`config.mk`:
```
export PLATFORM = sky130hd
export DESIGN_NAME = base64_line_wrapped_encoder
export DESIGN_NICKNAME = d
export VERILOG_FILES = /design/src/rtl/b64e_pkg.sv /design/src/rtl/b64e_front.sv /design/src/rtl/b64e_fifo.sv /design/src/rtl/b64e_back.sv /design/src/rtl/base64_line_wrapped_encoder.sv
export SDC_FILE = /design/constraint.sdc
export NUM_CORES = 1
export LEC_CHECK = 0
export ABC_CLOCK_PERIOD_IN_PS = 3710
export BUFFER_PORTS_ARGS = -buffer_cell sky130_fd_sc_hd__buf_2
export CAP_MARGIN = 10
export CORE_AREA = 2 2 96 135
export CTS_BUF_LIST = sky130_fd_sc_hd__clkbuf_4
export DETAILED_ROUTE_END_ITERATION = 10
export DIE_AREA = 0 0 98 137
export GPL_ROUTABILITY_DRIVEN = 0
export PLACE_DENSITY = 0.73
export SLEW_MARGIN = 20
export SYNTH_ARGS = -nofsm -noshare
export SYNTH_HDL_FRONTEND = slang
export SYNTH_SLANG_ARGS = --single-unit
export TNS_END_PERCENT = 30
```
`constraint.sdc`:
```
create_clock -name clk -period 3.71 [get_ports clk]
set_input_delay 0.742 -clock clk [delete_from_list [all_inputs] [get_ports clk]]
set_output_delay 0.742 -clock clk [all_outputs]
set_load 0.005 [all_outputs]
```
`src/rtl/b64e_pkg.sv`:
```
// ----------------------------------------------------------------------------
// b64e_pkg
// Shared types, character codes and the base64 alphabet for the line-wrapped
// base64 encoder.
// ----------------------------------------------------------------------------
package b64e_pkg;

  // ASCII codes
  localparam logic [7:0] CHAR_CR  = 8'h0D;
  localparam logic [7:0] CHAR_LF  = 8'h0A;
  localparam logic [7:0] CHAR_PAD = 8'h3D;

  // Line length register reset value (19 groups = 76 characters)
  localparam logic [4:0] GPL_RESET = 5'd19;

  // Output step codes: CR, LF, then the four symbols of a group
  localparam logic [2:0] STEP_CR = 3'd0;
  localparam logic [2:0] STEP_LF = 3'd1;
  localparam logic [2:0] STEP_C0 = 3'd2;
  localparam logic [2:0] STEP_C1 = 3'd3;
  localparam logic [2:0] STEP_C2 = 3'd4;
  localparam logic [2:0] STEP_C3 = 3'd5;

  // One classified group, as queued between front and back
  typedef struct packed {
    logic            crlf;   // emit CR LF before the group
    logic [3:0][7:0] chars;  // chars[0] leaves first
  } entry_t;

  // Map a 6-bit value to its base64 symbol
  function automatic logic [7:0] b64_char(input logic [5:0] v);
    logic [7:0] w;
    logic [7:0] c;
    w = {2'b00, v};
    if (v < 6'd26) begin
      c = w + 8'd65;
    end else if (v < 6'd52) begin
      c = w + 8'd71;
    end else if (v < 6'd62) begin
      c = w - 8'd4;
    end else if (v == 6'd62) begin
      c = 8'h2B;
    end else begin
      c = 8'h2F;
    end
    return c;
  endfunction

endpackage

```
`src/rtl/b64e_front.sv`:
```
// ----------------------------------------------------------------------------
// b64e_front
// Accepts byte groups, encodes them into four characters and decides whether
// a line break goes ahead of the group. Holds the line length register and
// the groups-on-line counter.
// ----------------------------------------------------------------------------
module b64e_front (
  input  logic               clk,
  input  logic               rst_n,
  input  logic               cfg_we,
  input  logic [4:0]         cfg_wdata,
  input  logic               in_valid,
  output logic               in_ready,
  input  logic [7:0]         in_first_byte,
  input  logic [7:0]         in_second_byte,
  input  logic [7:0]         in_third_byte,
  input  logic [1:0]         in_byte_count,
  input  logic               in_ends_stream,
  input  logic               q_full,
  output logic               q_push,
  output b64e_pkg::entry_t   q_entry
);

  logic [4:0] gpl_r;
  logic [4:0] gol_r, gol_nxt;
  logic       has2, has3, brk;
  logic [7:0] b1, b2;
  logic [5:0] s0, s1, s2, s3;

  assign in_ready = !q_full;
  assign q_push   = in_valid && !q_full;

  // Mask unused bytes and split into sextets
  always_comb begin
    has2 = (in_byte_count == 2'd2) || (in_byte_count == 2'd3);
    has3 = (in_byte_count == 2'd3);
    b1   = has2 ? in_second_byte : 8'd0;
    b2   = has3 ? in_third_byte  : 8'd0;
    s0   = in_first_byte[7:2];
    s1   = {in_first_byte[1:0], b1[7:4]};
    s2   = {b1[3:0], b2[7:6]};
    s3   = b2[5:0];
    brk  = (gol_r >= gpl_r);
  end

  // Build the queue entry
  always_comb begin
    q_entry.crlf     = brk;
    q_entry.chars[0] = b64e_pkg::b64_char(s0);
    q_entry.chars[1] = b64e_pkg::b64_char(s1);
    q_entry.chars[2] = has2 ? b64e_pkg::b64_char(s2) : b64e_pkg::CHAR_PAD;
    q_entry.chars[3] = has3 ? b64e_pkg::b64_char(s3) : b64e_pkg::CHAR_PAD;
  end

  // Advance the line counter; restart at one after a break, clear at end of stream
  always_comb begin
    gol_nxt = gol_r;
    if (q_push) begin
      if (in_ends_stream) begin
        gol_nxt = 5'd0;
      end else if (brk) begin
        gol_nxt = 5'd1;
      end else begin
        gol_nxt = gol_r + 5'd1;
      end
    end
  end

  // Hold configuration and counter
  always_ff @(posedge clk) begin
    if (!rst_n) begin
      gpl_r <= b64e_pkg::GPL_RESET;
      gol_r <= 5'd0;
    end else begin
      gol_r <= gol_nxt;
      if (cfg_we) begin
        gpl_r <= cfg_wdata;
      end
    end
  end

endmodule

```
`src/rtl/b64e_fifo.sv`:
```
// ----------------------------------------------------------------------------
// b64e_fifo
// Short queue of classified groups between the front and the back.
// ----------------------------------------------------------------------------
module b64e_fifo #(
  parameter int DEPTH = 2
) (
  input  logic             clk,
  input  logic             rst_n,
  input  logic             push,
  input  b64e_pkg::entry_t push_entry,
  input  logic             pop,
  output b64e_pkg::entry_t head,
  output logic             full,
  output logic             empty
);

  localparam int PTR_W = (DEPTH > 1) ? $clog2(DEPTH) : 1;
  localparam int CNT_W = $clog2(DEPTH + 1);
  localparam logic [PTR_W-1:0] LAST_PTR = PTR_W'(DEPTH - 1);

  b64e_pkg::entry_t mem [DEPTH];
  logic [PTR_W-1:0] wptr_r, rptr_r;
  logic [CNT_W-1:0] cnt_r;
  logic             do_push, do_pop;

  assign full    = (cnt_r == CNT_W'(DEPTH));
  assign empty   = (cnt_r == '0);
  assign head    = mem[rptr_r];
  assign do_push = push && !full;
  assign do_pop  = pop && !empty;

  // Write storage
  always_ff @(posedge clk) begin
    if (do_push) begin
      mem[wptr_r] <= push_entry;
    end
  end

  // Advance pointers and count
  always_ff @(posedge clk) begin
    if (!rst_n) begin
      wptr_r <= '0;
      rptr_r <= '0;
      cnt_r  <= '0;
    end else begin
      if (do_push) begin
        wptr_r <= (wptr_r == LAST_PTR) ? '0 : wptr_r + PTR_W'(1);
      end
      if (do_pop) begin
        rptr_r <= (rptr_r == LAST_PTR) ? '0 : rptr_r + PTR_W'(1);
      end
      if (do_push && !do_pop) begin
        cnt_r <= cnt_r + CNT_W'(1);
      end else if (do_pop && !do_push) begin
        cnt_r <= cnt_r - CNT_W'(1);
      end
    end
  end

endmodule

```
`src/rtl/b64e_back.sv`:
```
// ----------------------------------------------------------------------------
// b64e_back
// Serializes queued groups, one character per transfer, with an optional
// CR LF ahead of the four symbols. Drives the registered output channel.
// ----------------------------------------------------------------------------
module b64e_back (
  input  logic             clk,
  input  logic             rst_n,
  input  b64e_pkg::entry_t q_head,
  input  logic             q_empty,
  output logic             q_pop,
  output logic             out_valid,
  input  logic             out_ready,
  output logic [7:0]       out_char,
  output logic             out_run_last
);

  b64e_pkg::entry_t ent_r;
  logic             busy_r, busy_nxt;
  logic [2:0]       step_r, step_nxt;
  logic             ov_r, ov_nxt;
  logic [7:0]       char_r;
  logic             last_r;
  logic             adv, emit, load, at_end;
  logic [7:0]       cur_char;
  logic [2:0]       first_step;

  assign out_valid    = ov_r;
  assign out_char     = char_r;
  assign out_run_last = last_r;

  // Pick the character for the current step
  always_comb begin
    case (step_r)
      b64e_pkg::STEP_CR: cur_char = b64e_pkg::CHAR_CR;
      b64e_pkg::STEP_LF: cur_char = b64e_pkg::CHAR_LF;
      b64e_pkg::STEP_C0: cur_char = ent_r.chars[0];
      b64e_pkg::STEP_C1: cur_char = ent_r.chars[1];
      b64e_pkg::STEP_C2: cur_char = ent_r.chars[2];
      b64e_pkg::STEP_C3: cur_char = ent_r.chars[3];
      default:           cur_char = ent_r.chars[3];
    endcase
  end

  // Sequence control: emit when the output register frees up, load the next
  // group on the last character or when idle
  always_comb begin
    adv        = !ov_r || out_ready;
    emit       = adv && busy_r;
    at_end     = (step_r == b64e_pkg::STEP_C3);
    load       = !q_empty && (!busy_r || (emit && at_end));
    q_pop      = load;
    first_step = q_head.crlf ? b64e_pkg::STEP_CR : b64e_pkg::STEP_C0;
    busy_nxt   = busy_r;
    step_nxt   = step_r;
    if (load) begin
      busy_nxt = 1'b1;
      step_nxt = first_step;
    end else if (emit) begin
      if (at_end) begin
        busy_nxt = 1'b0;
      end else begin
        step_nxt = step_r + 3'd1;
      end
    end
    ov_nxt = ov_r;
    if (adv) begin
      ov_nxt = emit;
    end
  end

  // Hold control state
  always_ff @(posedge clk) begin
    if (!rst_n) begin
      busy_r <= 1'b0;
      step_r <= b64e_pkg::STEP_CR;
      ov_r   <= 1'b0;
    end else begin
      busy_r <= busy_nxt;
      step_r <= step_nxt;
      ov_r   <= ov_nxt;
    end
  end

  // Hold payload
  always_ff @(posedge clk) begin
    if (load) begin
      ent_r <= q_head;
    end
    if (emit) begin
      char_r <= cur_char;
      last_r <= at_end;
    end
  end

endmodule

```
`src/rtl/base64_line_wrapped_encoder.sv`:
```
// ----------------------------------------------------------------------------
// base64_line_wrapped_encoder
// Base64 encoder with CR LF line wrapping after a set number of groups.
//
//   channel  dir  handshake          payload
//   in       in   in_valid/ready     first/second/third byte, count, end
//   out      out  out_valid/ready    out_char, out_run_last
//   cfg      in   cfg_we             cfg_wdata = groups per line
//
// Each group leaves as 4 characters, or 6 with a leading CR LF, one per
// cycle while out_ready holds. When idle, a taken group passes the queue,
// the group register and the output register before out_valid rises.
// Reset is synchronous, active low; groups per line resets to 19.
// The front keeps taking groups while the queue has room, so a stalled
// output backs up the input once QUEUE_DEPTH groups wait in the queue
// behind the group being serialized.
// ----------------------------------------------------------------------------
module base64_line_wrapped_encoder #(
  parameter int QUEUE_DEPTH = 2
) (
  input  logic       clk,
  input  logic       rst_n,
  input  logic       cfg_we,
  input  logic [4:0] cfg_wdata,
  input  logic       in_valid,
  output logic       in_ready,
  input  logic [7:0] in_first_byte,
  input  logic [7:0] in_second_byte,
  input  logic [7:0] in_third_byte,
  input  logic [1:0] in_byte_count,
  input  logic       in_ends_stream,
  output logic       out_valid,
  input  logic       out_ready,
  output logic [7:0] out_char,
  output logic       out_run_last
);

  b64e_pkg::entry_t push_entry;
  b64e_pkg::entry_t head;
  logic             push, pop, full, empty;

  // Accept and classify groups
  b64e_front u_front (
    .clk            (clk),
    .rst_n          (rst_n),
    .cfg_we         (cfg_we),
    .cfg_wdata      (cfg_wdata),
    .in_valid       (in_valid),
    .in_ready       (in_ready),
    .in_first_byte  (in_first_byte),
    .in_second_byte (in_second_byte),
    .in_third_byte  (in_third_byte),
    .in_byte_count  (in_byte_count),
    .in_ends_stream (in_ends_stream),
    .q_full         (full),
    .q_push         (push),
    .q_entry        (push_entry)
  );

  // Queue between front and back
  b64e_fifo #(
    .DEPTH (QUEUE_DEPTH)
  ) u_fifo (
    .clk        (clk),
    .rst_n      (rst_n),
    .push       (push),
    .push_entry (push_entry),
    .pop        (pop),
    .head       (head),
    .full       (full),
    .empty      (empty)
  );

  // Serialize characters
  b64e_back u_back (
    .clk          (clk),
    .rst_n        (rst_n),
    .q_head       (head),
    .q_empty      (empty),
    .q_pop        (pop),
    .out_valid    (out_valid),
    .out_ready    (out_ready),
    .out_char     (out_char),
    .out_run_last (out_run_last)
  );

endmodule
```
Yosys cells after proc, flatten, opt, wreduce, memory -nomap -nowiden

Memory sizes are Yosys's and may differ from the RTL's. A register that Yosys moved wholly into a read port is not among the register bits.
Cells that the tools add are included.
Widths: inputs -> output; s select.

Memories kept: 1
Word-level logic and storage cells: 121
Bits in registers: 60
Bits of input ports: 37
Memory bits (writable): 66

Memories:

| memory     | depth | bits a word | read ports | clocked after Yosys merged registers in | wr ports | RTL line        | text |
|---|---|---|---|---|---|---|---|
| u_fifo.mem | 2     | 33          | 1          | 1                                       | 1        | b64e_fifo.sv:22 | `b64e_pkg::entry_t mem [DEPTH];` |

Reduce and logical (&&, ||, !) cells: 24
Eq/ne operators: 13
Magnitude comparators: 13
Add/subtract/negate cells: 18
Muxes and demuxes: 38

Operator list:

| cell                | count |
|---|---|
| $mux 8              | 16 |
| $add 6x7->8 const B | 8 |
| $lt 6x6->1 const B  | 8 |
| $pmux 8 s5          | 1 |
| $sub 6x3->7 const B | 4 |
| $eq 6x6->1 const B  | 4 |
| $lt 6x5->1 const B  | 4 |
| $mux 3              | 7 |
| $mux 5              | 2 |
| $mux 1              | 9 |
| $logic_and 1x1->1   | 8 |
| $eq 2x2->1 const B  | 3 |
| $eq 3x2->1 const B  | 2 |
| $eq 3x3->1 const B  | 2 |
| $logic_not 1->1     | 6 |
| $mux 2              | 3 |
| $reduce_bool 2->1   | 3 |
| $add 5x1->5 const B | 1 |
| $ge 5x5->1          | 1 |
| $reduce_and 2->1    | 2 |
| $add 3x1->3 const B | 1 |
| $eq 3x1->1 const B  | 1 |
| $logic_not 3->1     | 1 |
| $logic_or 1x1->1    | 3 |
| other kinds (5)     | 6 |

Depth between registers and ports, before layout

Depth in word-level cells: 10
Depth in mapped cells: 10
Gate-level depth less buffers: 10

Cells and area by module

From an unflattened synthesis, not the netlist that was laid out.

Cell total of the unflattened synthesis: 554
Area, all modules: 6459.9 um2

By module, submodules not included:

| module     | seq. area each (um2) | times used | cells each | area an instance (um2) |
|---|---|---|---|---|
| b64e_fifo  | 2082.0               | 1          | 128        | 2607.5 |
| b64e_front | 200.2                | 1          | 303        | 2060.7 |
| b64e_back  | 1331.3               | 1          | 123        | 1791.7 |

Worst setup path after synthesis

Ideal clock, no wire load.

Path type: in2reg
From: input out_ready
To: register u_fifo.cnt_r[1]
Setup slack: 0.265 ns
Arrival: 3.375 ns
Path buffers: 0
Data required time: 3.640 ns
Stages: 7
Setup time: 0.070 ns
Cell sequence: nand2b_1 a21boi_1 nor2_1 inv_1 ha_1 or3_1 a21oi_1

Longest elaborated chain between the ends: 9
Elaborated cells between the ends (all ways): 11

RTL lines:

| element                                     | RTL line                          | text |
|---|---|---|
| start, declared                             | base64_line_wrapped_encoder.sv:33 | `input logic out_ready,` |
| $logic_or 1x1->1 (*)                        | b64e_back.sv:48                   | `adv = !ov_r \|\| out_ready;` |
| $logic_and 1x1->1 (*)                       | b64e_back.sv:49                   | `emit = adv && busy_r;` |
| $logic_and 1x1->1 (*)                       | b64e_back.sv:51                   | `load = !q_empty && (!busy_r \|\| (emit && at_end));` |
| $logic_or 1x1->1 (*)                        | b64e_back.sv:51                   |  |
| $logic_and 1x1->1 (*)                       | b64e_back.sv:51                   |  |
| named net pop                               | base64_line_wrapped_encoder.sv:40 | `logic push, pop, full, empty;` |
| $logic_and 1x1->1 (*)                       | b64e_fifo.sv:31                   | `assign do_pop = pop && !empty;` |
| $logic_not 1->1                             | b64e_fifo.sv:53                   | `if (do_push && !do_pop) begin` |
| $logic_and 1x1->1                           | b64e_fifo.sv:53                   |  |
| $mux 2 or $reduce_bool 2->1 (tied branches) | -                                 |  |
| end signal, assigned                        | b64e_fifo.sv:54                   | `cnt_r <= cnt_r + CNT_W'(1);` |
| end signal, assigned                        | b64e_fifo.sv:56                   | `cnt_r <= cnt_r - CNT_W'(1);` |
| end, declared                               | b64e_fifo.sv:24                   | `logic [CNT_W-1:0] cnt_r;` |

Mark *: on every way through the listed nets, which the timed path passes. The rest lies on a longest branch.
A chain may end at the register's enable or synchronous reset.

==> results.txt <==
----------------------------------------------------
[Status]
  Outcome ... complete, no violations

[Logic synthesis]
  Synthesized area per cell ... 11.7 sq um
  Number of instances in the synthesized netlist ... 565
  Area leader, netlist ... sky130_fd_sc_hd__edfxtp_1
  Seq/Total Area, Yosys ... 0.546
  Area contributors post-synth ... sky130_fd_sc_hd__edfxtp_1, sky130_fd_sc_hd__ha_1, sky130_fd_sc_hd__dfxtp_1
  Number of synthesized register bits ... 127
  Number of distinct library cells after synthesis ... 74
  Share of synthesized flip-flops with an asynchronous set or reset ... 0
  Count of flip-flops with a built-in enable after synthesis ... 107
  Post-synthesis instance area ... 0.00662 sq mm
  Predominant post-synthesis flop cell ... sky130_fd_sc_hd__edfxtp_1
  Net count after synthesis ... 637
  Share of the synthesized area in the top cell type ... 0.485
  Ys Warns ... 0

[Setup path]
  Classification of the worst setup path ... input port to flip-flop
  CP Capture Type ... flip-flop
  Largest fanout on the critical path ... 24
  Arrival time at the worst endpoint ... 2.71 ns
  Startpoint type of the worst setup path ... input port
  Required time at the worst-slack endpoint ... 3.91 ns

[Drt]
  Number of design rule violations left after detail routing ... 0
  Routed via count ... 4623
  WL per Instance ... 16.4 um
  Met1 Wirelength ... 5170 um
  Met3 routed WL ... 570 um
  Max Used Layer ... met4
  Post-Route WL ... 12700 um
  Via density per instance ... 5.98
  Antenna Nets Post-Route ... 0
  Number of DRC violations after detailed-routing iteration 0 ... 215
  Met2 wire length ... 6810 um
  Number of iterations in the first detailed-routing pass ... 4

[STA]
  Setup TNS ... 0 ns
  Count of endpoints failing hold in the final timing report ... 0
  Post-Route Skew ... 0.0171 ns
  Period Utilization, post-route ... 0.679
  Least-Margin Pin Slew ... 1.04 ns
  Post-route minimum period ... 2.52 ns
  RSZ-0062 raised after global routing ... no
  Fin Hold WS ... 0.458 ns
  Final max-slew violation count ... 0
  Maximum operating frequency ... 397 MHz
  Finish-stage setup viols ... 0
  Normalized max-slew margin ... 0.302

[Clocking]
  CTS tree ... yes
  CTS hold repair buffers ... 0
  Clock latency on the worst-skew pair ... 0.49 ns
  Clock buffer depth ... 2
  Root Buffer ... sky130_fd_sc_hd__clkbuf_4
  Reg clk slew, reported paths ... 0.12 ns
  Number of sinks driven by the clock tree ... 127
  Post-CTS Repair Setup Buffers ... 0
  Number of CTS-inserted buffers ... 17
  H-tree level count ... 4
  Quantity of gates resized following cts ... 0

[Floorplan]
  Y dimension of the die ... 137 um
  Horizontal die dimension ... 98 um
  Core Footprint ... 0.0122 sq mm
  Initial core utilization ... 0.543
  Standard-cell row count ... 48
  Io pins ... 48
  Full die area ... 0.0134 sq mm

[GRT]
  Total congestion overflow ... 0
  Number of antenna violations at the first check in global routing ... 1
  Pin count of the biggest net entering global routing ... 34
  Combined global-route utilization of all metal layers ... 0.195
  First-pass GRT wire length ... 21100 um
  Number of global-route vias before repair ... 4529

[Power and ir drop]
  Max rail drop VDD ... 342 uV
  Leakage ... 2.76 nW
  PD cells ... 576 mW/mm^2

[Min path]
  Worst min path class ... input port to flip-flop

[Cells and area]
  Area added between synthesis and finish ... 9.33%
  Layout fillers ... 976
  Most used cells in the layout excluding fill and tap cells ... sky130_fd_sc_hd__edfxtp_1, sky130_fd_sc_hd__buf_2, sky130_fd_sc_hd__nand2_1, sky130_fd_sc_hd__inv_1, sky130_fd_sc_hd__ha_1
  Share of cells above drive strength 1 ... 0.214
  Post-Route Utilization ... 0.594
  Most common cell after layout, fill and taps aside ... sky130_fd_sc_hd__edfxtp_1
  Final-stage net count ... 681

[Place]
  Total of buffers placed on input and output ports ... 47
  DP HPWL ... 9030 um

[Job]
  Number of max-capacitance violations reported ... 0

----------------------------------------------------
## critical path, cell delays in order
cell and delay, ns:
sky130_fd_sc_hd__buf_2 0.34, sky130_fd_sc_hd__and2_0 0.39, sky130_fd_sc_hd__nand2_1 0.16, sky130_fd_sc_hd__ha_1 0.23, sky130_fd_sc_hd__a21o_1 0.21, sky130_fd_sc_hd__a21oi_2 0.35, sky130_fd_sc_hd__or2_1 0.16, sky130_fd_sc_hd__o2111ai_1 0.14
## metal layers
layer | track usage | vias up
met5 | 0 | -
met3 | 0.0352 | 10
met1 | 0.225 | 2252
li1 | - | 2205
met4 | 0.0640 | 0
met2 | 0.365 | 156
## registers in the layout, indices dropped and copies added, names as in the netlist, 2 cells and up, named ones only
register,flops
u_front.gpl_r,5
u_front.gol_r,5
u_back.out_char,8
u_fifo.cnt_r,2
u_fifo.mem,66
u_back.ent_r,32
u_back.step_r,3
## synth_stat cells, types with 4 or more instances
master,count
sky130_fd_sc_hd__a21oi_1,32
sky130_fd_sc_hd__a31oi_1,13
sky130_fd_sc_hd__a32oi_1,5
sky130_fd_sc_hd__and2_1,5
sky130_fd_sc_hd__and3_1,5
sky130_fd_sc_hd__buf_2,10
sky130_fd_sc_hd__clkbuf_1,9
sky130_fd_sc_hd__dfxtp_1,20
sky130_fd_sc_hd__edfxtp_1,107
sky130_fd_sc_hd__ha_1,35
sky130_fd_sc_hd__inv_1,36
sky130_fd_sc_hd__mux2_2,34
sky130_fd_sc_hd__mux2i_1,8
sky130_fd_sc_hd__nand2_1,45
sky130_fd_sc_hd__nand2b_1,5
sky130_fd_sc_hd__nand3_1,24
sky130_fd_sc_hd__nor2_1,31
sky130_fd_sc_hd__nor2b_1,7
sky130_fd_sc_hd__nor3_1,7
sky130_fd_sc_hd__o2111ai_1,4
sky130_fd_sc_hd__o211ai_1,10
sky130_fd_sc_hd__o21ai_0,16
sky130_fd_sc_hd__or3_1,7
sky130_fd_sc_hd__xor2_1,8
## cell type report
type / instances / area [sq um] / share of cell area
Sequential cell: 127 / 3610 / 0.499
Multi-Input combinational cell: 375 / 2730 / 0.377
Timing Repair Buffer: 51 / 265 / 0.0366
Tap cell: 150 / 188 / 0.0259
Clock inverter: 14 / 166 / 0.0230
Inverter: 37 / 139 / 0.0192
Clock buffer: 18 / 135 / 0.0187
Antenna cell: 1 / 2.50 / 0.000346
## path summary, 6_finish.rpt
check                                     start                             to  slack (ns)  depth (start not counted)
setup / recovery               in_byte_count[1]    u_fifo.mem[1][28]$_DFFE_PP_        1.19                          8
hold / removal                     cfg_wdata[4]  u_front.gpl_r[4]$_SDFFE_PN1P_        0.46                          3
setup reg to reg  u_back.step_r[0]$_SDFFE_PN0P_   u_back.out_char[0]$_DFFE_PP_        1.40                          5
hold reg to reg   u_front.gpl_r[0]$_SDFFE_PN1P_  u_front.gpl_r[0]$_SDFFE_PN1P_        0.50                          2
## kinds of logic after synthesis
logic type	Yosys count	share of synthesized area
mux	44	0.0744
fa+ha+maj	35	0.0661
buf+inv	63	0.0427
simple gates	155	0.117
compound gates	130	0.140
xor+xnor	11	0.0145
flops	127	0.546
## where the power goes
group / switching, mW / internal (mW)
Clock: 0.488 / 0.476
Sequential: 0.129 / 2.01
Combinational: 0.643 / 0.422
Total: 1.26 / 2.91
## through the flow
| stage | instance area [sq um] | std cells | worst slack, ns | total power, mW |
|---|---|---|---|---|
| after CTS | 7240 | 772 | 1.25 | 4.20 |
| after detailed placement | 6940 | 740 | 0.705 | 3.24 |
| after global routing | 7240 | 773 | 1.07 | 4.40 |
| after floorplan | 6620 | 565 | 0.265 | 2.90 |
| final | 7240 | 773 | 1.19 | 4.17 |
| after global placement | 6940 | 740 | 0.804 | 3.20 |
No activity file was read; power rests on OpenSTA's default activity.
